## config.mk

```make
export PLATFORM = sky130hd
export DESIGN_NAME = infix_four_op_calculator
export DESIGN_NICKNAME = d
export VERILOG_FILES = /design/src/design/calc_pkg.sv /design/src/design/calc_front.sv /design/src/design/calc_back.sv /design/src/design/infix_four_op_calculator.sv
export SDC_FILE = /design/constraint.sdc
export NUM_CORES = 1
export LEC_CHECK = 0
export ABC_AREA = 1
export ABC_CLOCK_PERIOD_IN_PS = 7700
export BUFFER_PORTS_ARGS = -buffer_cell sky130_fd_sc_hd__clkbuf_2
export CAP_MARGIN = 30
export CORE_MARGIN = 2
export CORE_UTILIZATION = 30
export DETAILED_ROUTE_END_ITERATION = 12
export GPL_ROUTABILITY_DRIVEN = 0
export PLACE_DENSITY = 0.54
export SLEW_MARGIN = 10
export SYNTH_ARGS = -nofsm -noshare
export SYNTH_HDL_FRONTEND = slang
export SYNTH_SLANG_ARGS = --single-unit
```

## constraint.sdc

```tcl
create_clock -name clk -period 7.7 [get_ports clk]
set_input_delay 1.155 -clock clk [delete_from_list [all_inputs] [get_ports clk]]
set_output_delay 1.155 -clock clk [all_outputs]
set_load 0.03 [all_outputs]
```

## src/design/calc_pkg.sv

```systemverilog
// ----------------------------------------------------------------------------
// calc_pkg
// shared types, character codes and defaults for the infix calculator
// ----------------------------------------------------------------------------
package calc_pkg;

  localparam int VALUE_BITS_DEF = 48;
  localparam int FRAC_BITS_DEF  = 16;
  localparam int QUEUE_DEPTH    = 4;

  // ascii codes
  localparam logic [7:0] CH_MUL   = 8'h2A;
  localparam logic [7:0] CH_DIV   = 8'h2F;
  localparam logic [7:0] CH_ADD   = 8'h2B;
  localparam logic [7:0] CH_SUB   = 8'h2D;
  localparam logic [7:0] CH_ZERO  = 8'h30;
  localparam logic [7:0] CH_NINE  = 8'h39;
  localparam logic [7:0] CH_SPACE = 8'h20;

  // pending multiplicative operator
  localparam logic [1:0] MOP_NONE = 2'd0;
  localparam logic [1:0] MOP_MUL  = 2'd1;
  localparam logic [1:0] MOP_DIV  = 2'd2;

  typedef enum logic [2:0] {
    CODE_NONE, CODE_DIGIT, CODE_MUL, CODE_DIV, CODE_ADD, CODE_SUB
  } code_t;

  typedef struct packed {
    code_t      code;
    logic [3:0] digit;
    logic       eol;
  } item_t;

  typedef enum logic [2:0] {
    ST_IDLE, ST_FOLD, ST_MUL, ST_DIV, ST_POST, ST_OUT
  } state_t;

  typedef enum logic [2:0] {
    ACT_MUL, ACT_DIV, ACT_ADD, ACT_SUB, ACT_EOL
  } act_t;

endpackage

```

## src/design/calc_front.sv

```systemverilog
// ----------------------------------------------------------------------------
// calc_front
// classifies incoming characters and queues them for the execution unit
// ----------------------------------------------------------------------------
module calc_front #(
  parameter int DEPTH = calc_pkg::QUEUE_DEPTH
) (
  input  logic            clk,
  input  logic            rst,
  input  logic            in_valid,
  output logic            in_ready,
  input  logic [7:0]      in_char,
  input  logic            in_eol,
  output logic            out_valid,
  input  logic            out_pop,
  output calc_pkg::item_t out_item
);

  localparam int AW = $clog2(DEPTH);

  calc_pkg::item_t cls;
  calc_pkg::item_t queue [DEPTH];
  logic [AW-1:0]   wr_ptr;
  logic [AW-1:0]   rd_ptr;
  logic [AW:0]     count;
  logic            push;
  logic            pop;

  always_comb begin
    cls.digit = in_char[3:0];
    cls.eol   = in_eol;
    priority if (in_char >= calc_pkg::CH_ZERO && in_char <= calc_pkg::CH_NINE) begin
      cls.code = calc_pkg::CODE_DIGIT;
    end else if (in_char == calc_pkg::CH_MUL) begin
      cls.code = calc_pkg::CODE_MUL;
    end else if (in_char == calc_pkg::CH_DIV) begin
      cls.code = calc_pkg::CODE_DIV;
    end else if (in_char == calc_pkg::CH_ADD) begin
      cls.code = calc_pkg::CODE_ADD;
    end else if (in_char == calc_pkg::CH_SUB) begin
      cls.code = calc_pkg::CODE_SUB;
    end else if (in_char == calc_pkg::CH_SPACE) begin
      cls.code = calc_pkg::CODE_NONE;
    end else begin
      cls.code = calc_pkg::CODE_NONE;
    end
  end

  assign in_ready  = (count != (AW+1)'(DEPTH));
  assign out_valid = (count != '0);
  assign push      = in_valid && in_ready;
  assign pop       = out_pop && out_valid;
  assign out_item  = queue[rd_ptr];

  always_ff @(posedge clk) begin
    if (push) begin
      queue[wr_ptr] <= cls;
    end
  end

  always_ff @(posedge clk) begin
    if (rst) begin
      wr_ptr <= '0;
      rd_ptr <= '0;
      count  <= '0;
    end else begin
      if (push) wr_ptr <= wr_ptr + 1'b1;
      if (pop)  rd_ptr <= rd_ptr + 1'b1;
      if (push && !pop) count <= count + 1'b1;
      else if (pop && !push) count <= count - 1'b1;
    end
  end

endmodule

```

## src/design/calc_back.sv

```systemverilog
// ----------------------------------------------------------------------------
// calc_back
// executes queued items: operand build, serial multiply and divide, sums
// ----------------------------------------------------------------------------
module calc_back #(
  parameter int VALUE_BITS = calc_pkg::VALUE_BITS_DEF,
  parameter int FRAC_BITS  = calc_pkg::FRAC_BITS_DEF
) (
  input  logic                  clk,
  input  logic                  rst,
  input  logic                  item_valid,
  input  calc_pkg::item_t       item,
  output logic                  item_pop,
  output logic                  res_valid,
  input  logic                  res_ready,
  output logic [VALUE_BITS-1:0] res_value,
  output logic                  res_dz,
  output logic                  res_ov
);

  localparam int VB = VALUE_BITS;
  localparam int OW = VALUE_BITS - 1 - FRAC_BITS;
  localparam int CW = $clog2(VALUE_BITS + 1);
  localparam logic [VB-1:0] MAXV = {1'b0, {(VB-1){1'b1}}};
  localparam logic [VB-1:0] MINV = {1'b1, {(VB-1){1'b0}}};

  calc_pkg::state_t state, state_next;
  calc_pkg::act_t   act;
  logic             eol_pend;
  logic [VB-1:0]    sum;
  logic [VB-1:0]    term;
  logic [OW-1:0]    operand;
  logic [1:0]       mulop;
  logic             sign;
  logic             dz;
  logic             ov;
  logic [VB+1:0]    acc;
  logic [VB-1:0]    mt;
  logic [OW-1:0]    opr;
  logic [OW-1:0]    rem;
  logic             neg;
  logic             sticky;
  logic [CW-1:0]    cnt;

  logic [OW+3:0] dig_val;
  logic          dig_ovf;
  logic [VB:0]   s_ext;
  logic          sum_ovf;
  logic [VB-1:0] sum_sat;
  logic          t_neg;
  logic [VB-1:0] t_mag;
  logic [VB+1:0] acc_step;
  logic [VB+1:0] lim;
  logic          mul_ovf;
  logic [OW:0]   rem_sh;
  logic [OW:0]   rem_sub;
  logic          ge;

  function automatic logic [VB-1:0] apply_sign(input logic [VB-1:0] m, input logic n);
    apply_sign = n ? (~m + 1'b1) : m;
  endfunction

  // operand * 10 + digit, saturating at the integer limit
  always_comb begin
    dig_val = ({4'b0, operand} << 3) + ({4'b0, operand} << 1) + (OW+4)'(item.digit);
    dig_ovf = dig_val > {4'b0, {OW{1'b1}}};
  end

  always_comb begin
    if (sign) s_ext = {sum[VB-1], sum} - {term[VB-1], term};
    else      s_ext = {sum[VB-1], sum} + {term[VB-1], term};
    sum_ovf = s_ext[VB] != s_ext[VB-1];
    sum_sat = sum_ovf ? (s_ext[VB] ? MINV : MAXV) : s_ext[VB-1:0];
  end

  always_comb begin
    t_neg    = term[VB-1];
    t_mag    = t_neg ? (~term + 1'b1) : term;
    acc_step = {acc[VB:0], 1'b0} + (opr[OW-1] ? {2'b0, mt} : '0);
    lim      = {2'b0, (neg ? MINV : MAXV)};
    mul_ovf  = sticky || (acc_step > lim);
    rem_sh   = {rem, mt[VB-1]};
    ge       = rem_sh >= {1'b0, opr};
    rem_sub  = rem_sh - {1'b0, opr};
  end

  // next state
  always_comb begin
    state_next = state;
    unique case (state)
      calc_pkg::ST_IDLE: begin
        if (item_valid) begin
          unique case (item.code)
            calc_pkg::CODE_DIGIT,
            calc_pkg::CODE_NONE: state_next = item.eol ? calc_pkg::ST_FOLD : calc_pkg::ST_IDLE;
            default:             state_next = calc_pkg::ST_FOLD;
          endcase
        end
      end
      calc_pkg::ST_FOLD: begin
        if (mulop == calc_pkg::MOP_MUL) state_next = calc_pkg::ST_MUL;
        else if (mulop == calc_pkg::MOP_DIV && operand != '0) state_next = calc_pkg::ST_DIV;
        else state_next = calc_pkg::ST_POST;
      end
      calc_pkg::ST_MUL: begin
        if (cnt == CW'(OW-1)) state_next = calc_pkg::ST_POST;
      end
      calc_pkg::ST_DIV: begin
        if (cnt == CW'(VB-1)) state_next = calc_pkg::ST_POST;
      end
      calc_pkg::ST_POST: begin
        if (act == calc_pkg::ACT_EOL) state_next = calc_pkg::ST_OUT;
        else state_next = eol_pend ? calc_pkg::ST_FOLD : calc_pkg::ST_IDLE;
      end
      calc_pkg::ST_OUT: begin
        if (!res_valid || res_ready) state_next = calc_pkg::ST_IDLE;
      end
      default: state_next = calc_pkg::ST_IDLE;
    endcase
  end

  // outputs
  always_comb begin
    item_pop = (state == calc_pkg::ST_IDLE) && item_valid;
  end

  always_ff @(posedge clk) begin
    if (rst) begin
      state     <= calc_pkg::ST_IDLE;
      res_valid <= 1'b0;
      sum       <= '0;
      term      <= '0;
      operand   <= '0;
      mulop     <= calc_pkg::MOP_NONE;
      sign      <= 1'b0;
      dz        <= 1'b0;
      ov        <= 1'b0;
      act       <= calc_pkg::ACT_EOL;
      eol_pend  <= 1'b0;
    end else begin
      state <= state_next;
      if (state == calc_pkg::ST_OUT && (!res_valid || res_ready)) res_valid <= 1'b1;
      else if (res_ready) res_valid <= 1'b0;
      unique case (state)
        calc_pkg::ST_IDLE: begin
          if (item_valid) begin
            eol_pend <= item.eol;
            unique case (item.code)
              calc_pkg::CODE_MUL: act <= calc_pkg::ACT_MUL;
              calc_pkg::CODE_DIV: act <= calc_pkg::ACT_DIV;
              calc_pkg::CODE_ADD: act <= calc_pkg::ACT_ADD;
              calc_pkg::CODE_SUB: act <= calc_pkg::ACT_SUB;
              default:            act <= calc_pkg::ACT_EOL;
            endcase
            if (item.code == calc_pkg::CODE_DIGIT) begin
              if (dig_ovf) begin
                operand <= {OW{1'b1}};
                ov      <= 1'b1;
              end else begin
                operand <= dig_val[OW-1:0];
              end
            end
          end
        end
        calc_pkg::ST_FOLD: begin
          operand <= '0;
          cnt     <= '0;
          neg     <= t_neg;
          mt      <= t_mag;
          opr     <= operand;
          acc     <= '0;
          sticky  <= 1'b0;
          rem     <= '0;
          if (mulop == calc_pkg::MOP_DIV) begin
            if (operand == '0) begin
              dz   <= 1'b1;
              term <= t_neg ? MINV : ((term != '0) ? MAXV : '0);
            end
          end else if (mulop != calc_pkg::MOP_MUL) begin
            term <= {1'b0, operand, {FRAC_BITS{1'b0}}};
          end
        end
        calc_pkg::ST_MUL: begin
          cnt <= cnt + 1'b1;
          opr <= opr << 1;
          if (mul_ovf) sticky <= 1'b1;
          else acc <= acc_step;
          if (cnt == CW'(OW-1)) begin
            if (mul_ovf) begin
              term <= neg ? MINV : MAXV;
              ov   <= 1'b1;
            end else begin
              term <= apply_sign(acc_step[VB-1:0], neg);
            end
          end
        end
        calc_pkg::ST_DIV: begin
          cnt <= cnt + 1'b1;
          mt  <= {mt[VB-2:0], ge};
          rem <= ge ? rem_sub[OW-1:0] : rem_sh[OW-1:0];
          if (cnt == CW'(VB-1)) begin
            term <= apply_sign({mt[VB-2:0], ge}, neg);
          end
        end
        calc_pkg::ST_POST: begin
          unique case (act)
            calc_pkg::ACT_MUL: mulop <= calc_pkg::MOP_MUL;
            calc_pkg::ACT_DIV: mulop <= calc_pkg::MOP_DIV;
            default: begin
              sum   <= sum_sat;
              if (sum_ovf) ov <= 1'b1;
              term  <= '0;
              mulop <= calc_pkg::MOP_NONE;
              sign  <= (act == calc_pkg::ACT_SUB);
            end
          endcase
          if (eol_pend && act != calc_pkg::ACT_EOL) act <= calc_pkg::ACT_EOL;
        end
        calc_pkg::ST_OUT: begin
          if (!res_valid || res_ready) begin
            res_value <= sum;
            res_dz    <= dz;
            res_ov    <= ov;
            sum       <= '0;
            term      <= '0;
            operand   <= '0;
            mulop     <= calc_pkg::MOP_NONE;
            sign      <= 1'b0;
            dz        <= 1'b0;
            ov        <= 1'b0;
            eol_pend  <= 1'b0;
          end
        end
        default: ;
      endcase
    end
  end

endmodule

```

## src/design/infix_four_op_calculator.sv

```systemverilog
// ----------------------------------------------------------------------------
// infix_four_op_calculator
// one ascii character per transfer, evaluates + - * / lines in fixed point
// ----------------------------------------------------------------------------
// Characters enter on the s_ side, one per transfer; tlast marks the last
// character of a line. Digits build a decimal operand, * and / bind tighter
// than + and -, everything evaluates left to right, spaces and unknown
// characters are ignored. After the last character one result transfer
// appears on the m_ side: the value in signed fixed point (FRAC_BITS fraction
// bits) with divide-by-zero and saturation flags. A four-entry queue sits in
// front of the execution unit, so input keeps flowing while it works and while
// a result waits, until the queue is full. In the execution unit digits,
// spaces and unknown characters are taken in the idle state alone, and + -
// pass through a fold and a sum step; an operator closing a multiply also
// runs the serial shift-add multiplier; one closing a divide runs the
// restoring divider, one quotient bit per cycle; a divide by zero skips it.
// The end of a line runs the same final fold and sum, then a state that loads
// the output register; an operator that ends a line adds a second fold.
// ----------------------------------------------------------------------------
module infix_four_op_calculator #(
  parameter int VALUE_BITS = calc_pkg::VALUE_BITS_DEF,
  parameter int FRAC_BITS  = calc_pkg::FRAC_BITS_DEF
) (
  input  logic                               clk,
  input  logic                               rst,
  input  logic                               s_tvalid,
  output logic                               s_tready,
  input  logic [7:0]                         s_tdata,   // character
  input  logic                               s_tlast,   // end_of_line
  output logic                               m_tvalid,
  input  logic                               m_tready,
  // value, divide_by_zero, overflowed, zero fill to bytes
  output logic [((VALUE_BITS+2+7)/8)*8-1:0]  m_tdata
);

  localparam int OUT_W = ((VALUE_BITS + 2 + 7) / 8) * 8;

  calc_pkg::item_t       item;
  logic                  item_valid;
  logic                  item_pop;
  logic [VALUE_BITS-1:0] value;
  logic                  divide_by_zero;
  logic                  overflowed;

  // front: classify and queue
  calc_front #(
    .DEPTH (calc_pkg::QUEUE_DEPTH)
  ) u_front (
    .clk       (clk),
    .rst       (rst),
    .in_valid  (s_tvalid),
    .in_ready  (s_tready),
    .in_char   (s_tdata),
    .in_eol    (s_tlast),
    .out_valid (item_valid),
    .out_pop   (item_pop),
    .out_item  (item)
  );

  // back: arithmetic and the output register
  calc_back #(
    .VALUE_BITS (VALUE_BITS),
    .FRAC_BITS  (FRAC_BITS)
  ) u_back (
    .clk        (clk),
    .rst        (rst),
    .item_valid (item_valid),
    .item       (item),
    .item_pop   (item_pop),
    .res_valid  (m_tvalid),
    .res_ready  (m_tready),
    .res_value  (value),
    .res_dz     (divide_by_zero),
    .res_ov     (overflowed)
  );

  assign m_tdata = OUT_W'({overflowed, divide_by_zero, value});

endmodule

```

==> out/results.txt <==
The tools report the deepest level of the CTS H-tree as 2. The number of clock buffers added by TritonCTS is 50. The clock transition at the register clock pins on the worst setup and hold paths after CTS is 0.06 ns, and the routed wire length per instance is 18.69 um. Prevailing post-synth register cell: sky130_fd_sc_hd__edfxtp_1. sky130_fd_sc_hd__nand2_1 is the most common cell in the netlist. The number of hold buffers added after CTS was 0.

Ranked by instance count, the synthesized netlist is headed by 1109 x sky130_fd_sc_hd__nand2_1, 624 x sky130_fd_sc_hd__inv_1, 453 x sky130_fd_sc_hd__nor2_1. In this run the remaining antenna-violating nets after routing total 0. The wire-length estimate of the detail-placed layout is 92430 um.

Entering global routing, the biggest net connects 89 pins. Gates resized during post-CTS repair numbered 0. The share of async-settable or async-resettable flops after synthesis is 0, and the clock latency reported for the late side of the worst-skew pair is 0.65 ns. The wire length reported by the detailed router is 117700 um, and the share of post-route cells with drive strength above 1 is 0.06863. Via count: 32.35k. Violation count after the first detailed-route iteration: 3107. Layout overhead on the synthesized area: 10.83%. Setup TNS after final layout: 0 ns.

The classification of the worst-slack hold path is flop to flop. The logs give 0.04573 ns for the worst clock skew and 1 for the number of antenna violations at the first check in global routing. The max-slew headroom at the worst pin came out at 0.3654.

Max-cap violations in this run came to 0. After synthesis the netlist holds a flip-flop and latch count of 398. Number of hold violations in the final report: 0. 0 antenna diodes ended up in the layout. The run finished with clean final reports. The first global-routing pass estimated 180700 um of wire. The tools report the core area as 109300 um^2. The share of the core filled with cells is 0.3363.

For the number of nets in the layout, the log shows 5046. The kind of cell with the highest combined delay along the critical path is simple AND/OR/NAND/NOR gates. The leakage dissipation is 16.44 nW. The worst setup path is of the flop to flop kind. For flop-to-flop paths, the worst setup slack is 1.76 ns. Setup slack at placement: 1.879 ns. TritonCTS built the clock tree.

The number of placement rows is 121, and the required time of the worst setup path is 8.17 ns. The number of placed cells counting well taps came out at 6204. Final setup slack of the worst path: 1.755 ns.

Ranked by total cell area, the synthesized netlist is headed by sky130_fd_sc_hd__edfxtp_1 23%, sky130_fd_sc_hd__nand2_1 13%, sky130_fd_sc_hd__ha_1 9.3%. The maximum fanout along the worst path was 34. The upper clock frequency limit is 168.2 MHz. The clock drives 398 sinks. After synthesis the cells add up to 33160 um^2. The area share of the largest cell type after synthesis is 0.2255.

Count of endpoints failing setup in the final report: 0. The library cell appearing most often on the critical path is sky130_fd_sc_hd__nand2_1. In this run the vertical extent of the chip is 336.5 um. The Yosys step of the flow raised 0 warnings. The total track usage is 0.2037. The layer with the highest usage after global routing was met2. Of all cell types, the one taking the most synthesized area is sky130_fd_sc_hd__edfxtp_1.

The ratio of final minimum period to clock period came out at 0.7721. The logs give 6.41 ns for the arrival time at the worst endpoint and 0.3154 for the portion of the post-synthesis area used by sequential elements. The buffer and inverter count on the worst path was 6; the average cell area after synthesis was 6.931 um^2.

After detailed routing, the number of remaining DRC violations is 0. In this run the clock root is driven by a sky130_fd_sc_hd__clkbuf_16. The x dimension of the die is 336.5 um. Setup repair after global routing left no endpoint under its margin.

For the total congestion overflow after global routing, the log shows 0. The worst setup path is launched from a flop. In the synthesized netlist, the number of instances is 4785. Time the final worst path needs with I/O delays and setup: 5.945 ns. The via count of the first global-routing pass is 30.16k. The first detailed-routing pass ran for 8 iterations. Number of I/O pins: 71. The tools report the number of standard cells in the layout, taps in and fillers out as 6299. The fill cell instance count of the final layout is 11.97k, and the maximum resistive drop on vdd is 0.0002275 V. The met2 usage is 0.3183, and the post-CTS setup-driven buffer insertion count is 0.

The via count normalized by instance count was 5.136; the number of buffers inserted by port buffering was 64. Starting utilization of the core area: 0.3034. The run gives 0.2942 as the met1 demand-to-capacity share in global routing.

In this run the power density over the cells is 371.3 nW/um^2. The met3 usage in global routing was 0.02864. The largest individual stage delay along the critical path comes from the cell sky130_fd_sc_hd__edfxtp_1. The number of buffers between clock root and the deepest sink was 3. The worst setup path is captured at a flop. After synthesis, the netlist uses 68 different library cells.

The run gives 113200 um^2 as the die outline area. On the worst path, the slowest cell contributes a delay of 0.90 ns. The final max-slew violation count is 0.

Yosys mapped a number of flops with a built-in enable equal to 249. At the pin with the least slew margin, the transition time is 0.9519 ns.
==> through the flow <==
step / power (W) / hold slack (ns) / instance area (um^2)
final: 0.01365 / 0.4324 / 36760
after global routing: 0.01467 / 0.4463 / 36760
after CTS: 0.01354 / 0.4394 / 36740
after detailed placement: 0.01093 / 0.4231 / 34960
after global placement: 0.01092 / 0.4189 / 34950
after floorplan: 0.008661 / 0.4086 / 33210
==> worst paths after layout <==
check	start	endpoint	cells after the start
worst max-delay path	u_back.opr[30]$_DFFE_PP_	u_back.term[27]$_SDFFE_PP0P_	33
worst min-delay path	u_back.dz$_SDFFE_PP0P_	u_back.res_dz$_DFFE_PP_	0
worst max register to register	u_back.opr[30]$_DFFE_PP_	u_back.term[27]$_SDFFE_PP0P_	33
worst min register to register	u_back.dz$_SDFFE_PP0P_	u_back.res_dz$_DFFE_PP_	0
==> metal layers <==
layer	part of all wire	vias to the layer above
met5	0	-
met3	0.071	122
li1	-	16010
met2	0.44	1074
met4	0.022	0
met1	0.47	15140
==> area by class of cell <==
cell class                      instances  area (um^2)  share of cell area
Clock buffer                           66         1403             0.03816
Timing Repair Buffer                   95        568.0             0.01545
Tap cell                             1476         1847             0.05024
Clock inverter                         28        372.9             0.01014
Sequential cell                       398        10460              0.2846
Inverter                              649         2436             0.06628
Multi-Input combinational cell       3587        19670              0.5351
==> power breakdown <==
part / internal (W) / switching, W / total, W
registers: 0.00276 / 0.000448 / 0.00321
logic: 0.00246 / 0.00542 / 0.00788
clock network: 0.00150 / 0.00107 / 0.00257
total: 0.00671 / 0.00693 / 0.0136
==> cells in the final DEF, fill, tap and decap left out, drive strengths merged, types with 61 or more instances in the layout <==
cell    count
o211ai     61
nor2      481
xor2      114
nand3     212
dfxtp     149
nor3       63
ha        246
inv       652
a21oi     458
nand2    1145
o21ai     481
clkbuf    129
edfxtp    249
==> worst reg2reg max path: cells and delay by family (launching register included) <==
kind            cells  cell delay (ns)
compound gates      4             0.51
simple gates       21             2.87
fa+ha+maj           2             0.54
flops               1             0.90
buf+inv             6             0.98
==> state kept, by name, summed over array words and instances (netlist names), 2 cells and up, named ones only <==
register	cells
u_back.cnt	6
u_back.sum	48
u_back.state	3
u_front.queue	32
u_back.acc	49
u_back.res_value	48
u_front.rd_ptr	2
u_back.operand	31
u_front.count	3
u_back.mulop	2
u_back.rem	31
u_back.opr	31
u_back.term	48
u_front.wr_ptr	2
u_back.act	3
u_back.mt	48
==> cell families after synthesis <==
| group | after synthesis | share of synthesized area |
|---|---|---|
| xor gates and xnor gates | 167 | 0.04478 |
| other | 1 | 0.0001131 |
| DFF | 398 | 0.3154 |
| adders and majority gates | 252 | 0.09643 |
| AOI/OAI and AO/OA | 1140 | 0.1886 |
| and+or+nand+nor | 2022 | 0.2604 |
| buffers and inverters | 805 | 0.09428 |
Power figures use the tool's default switching activity.
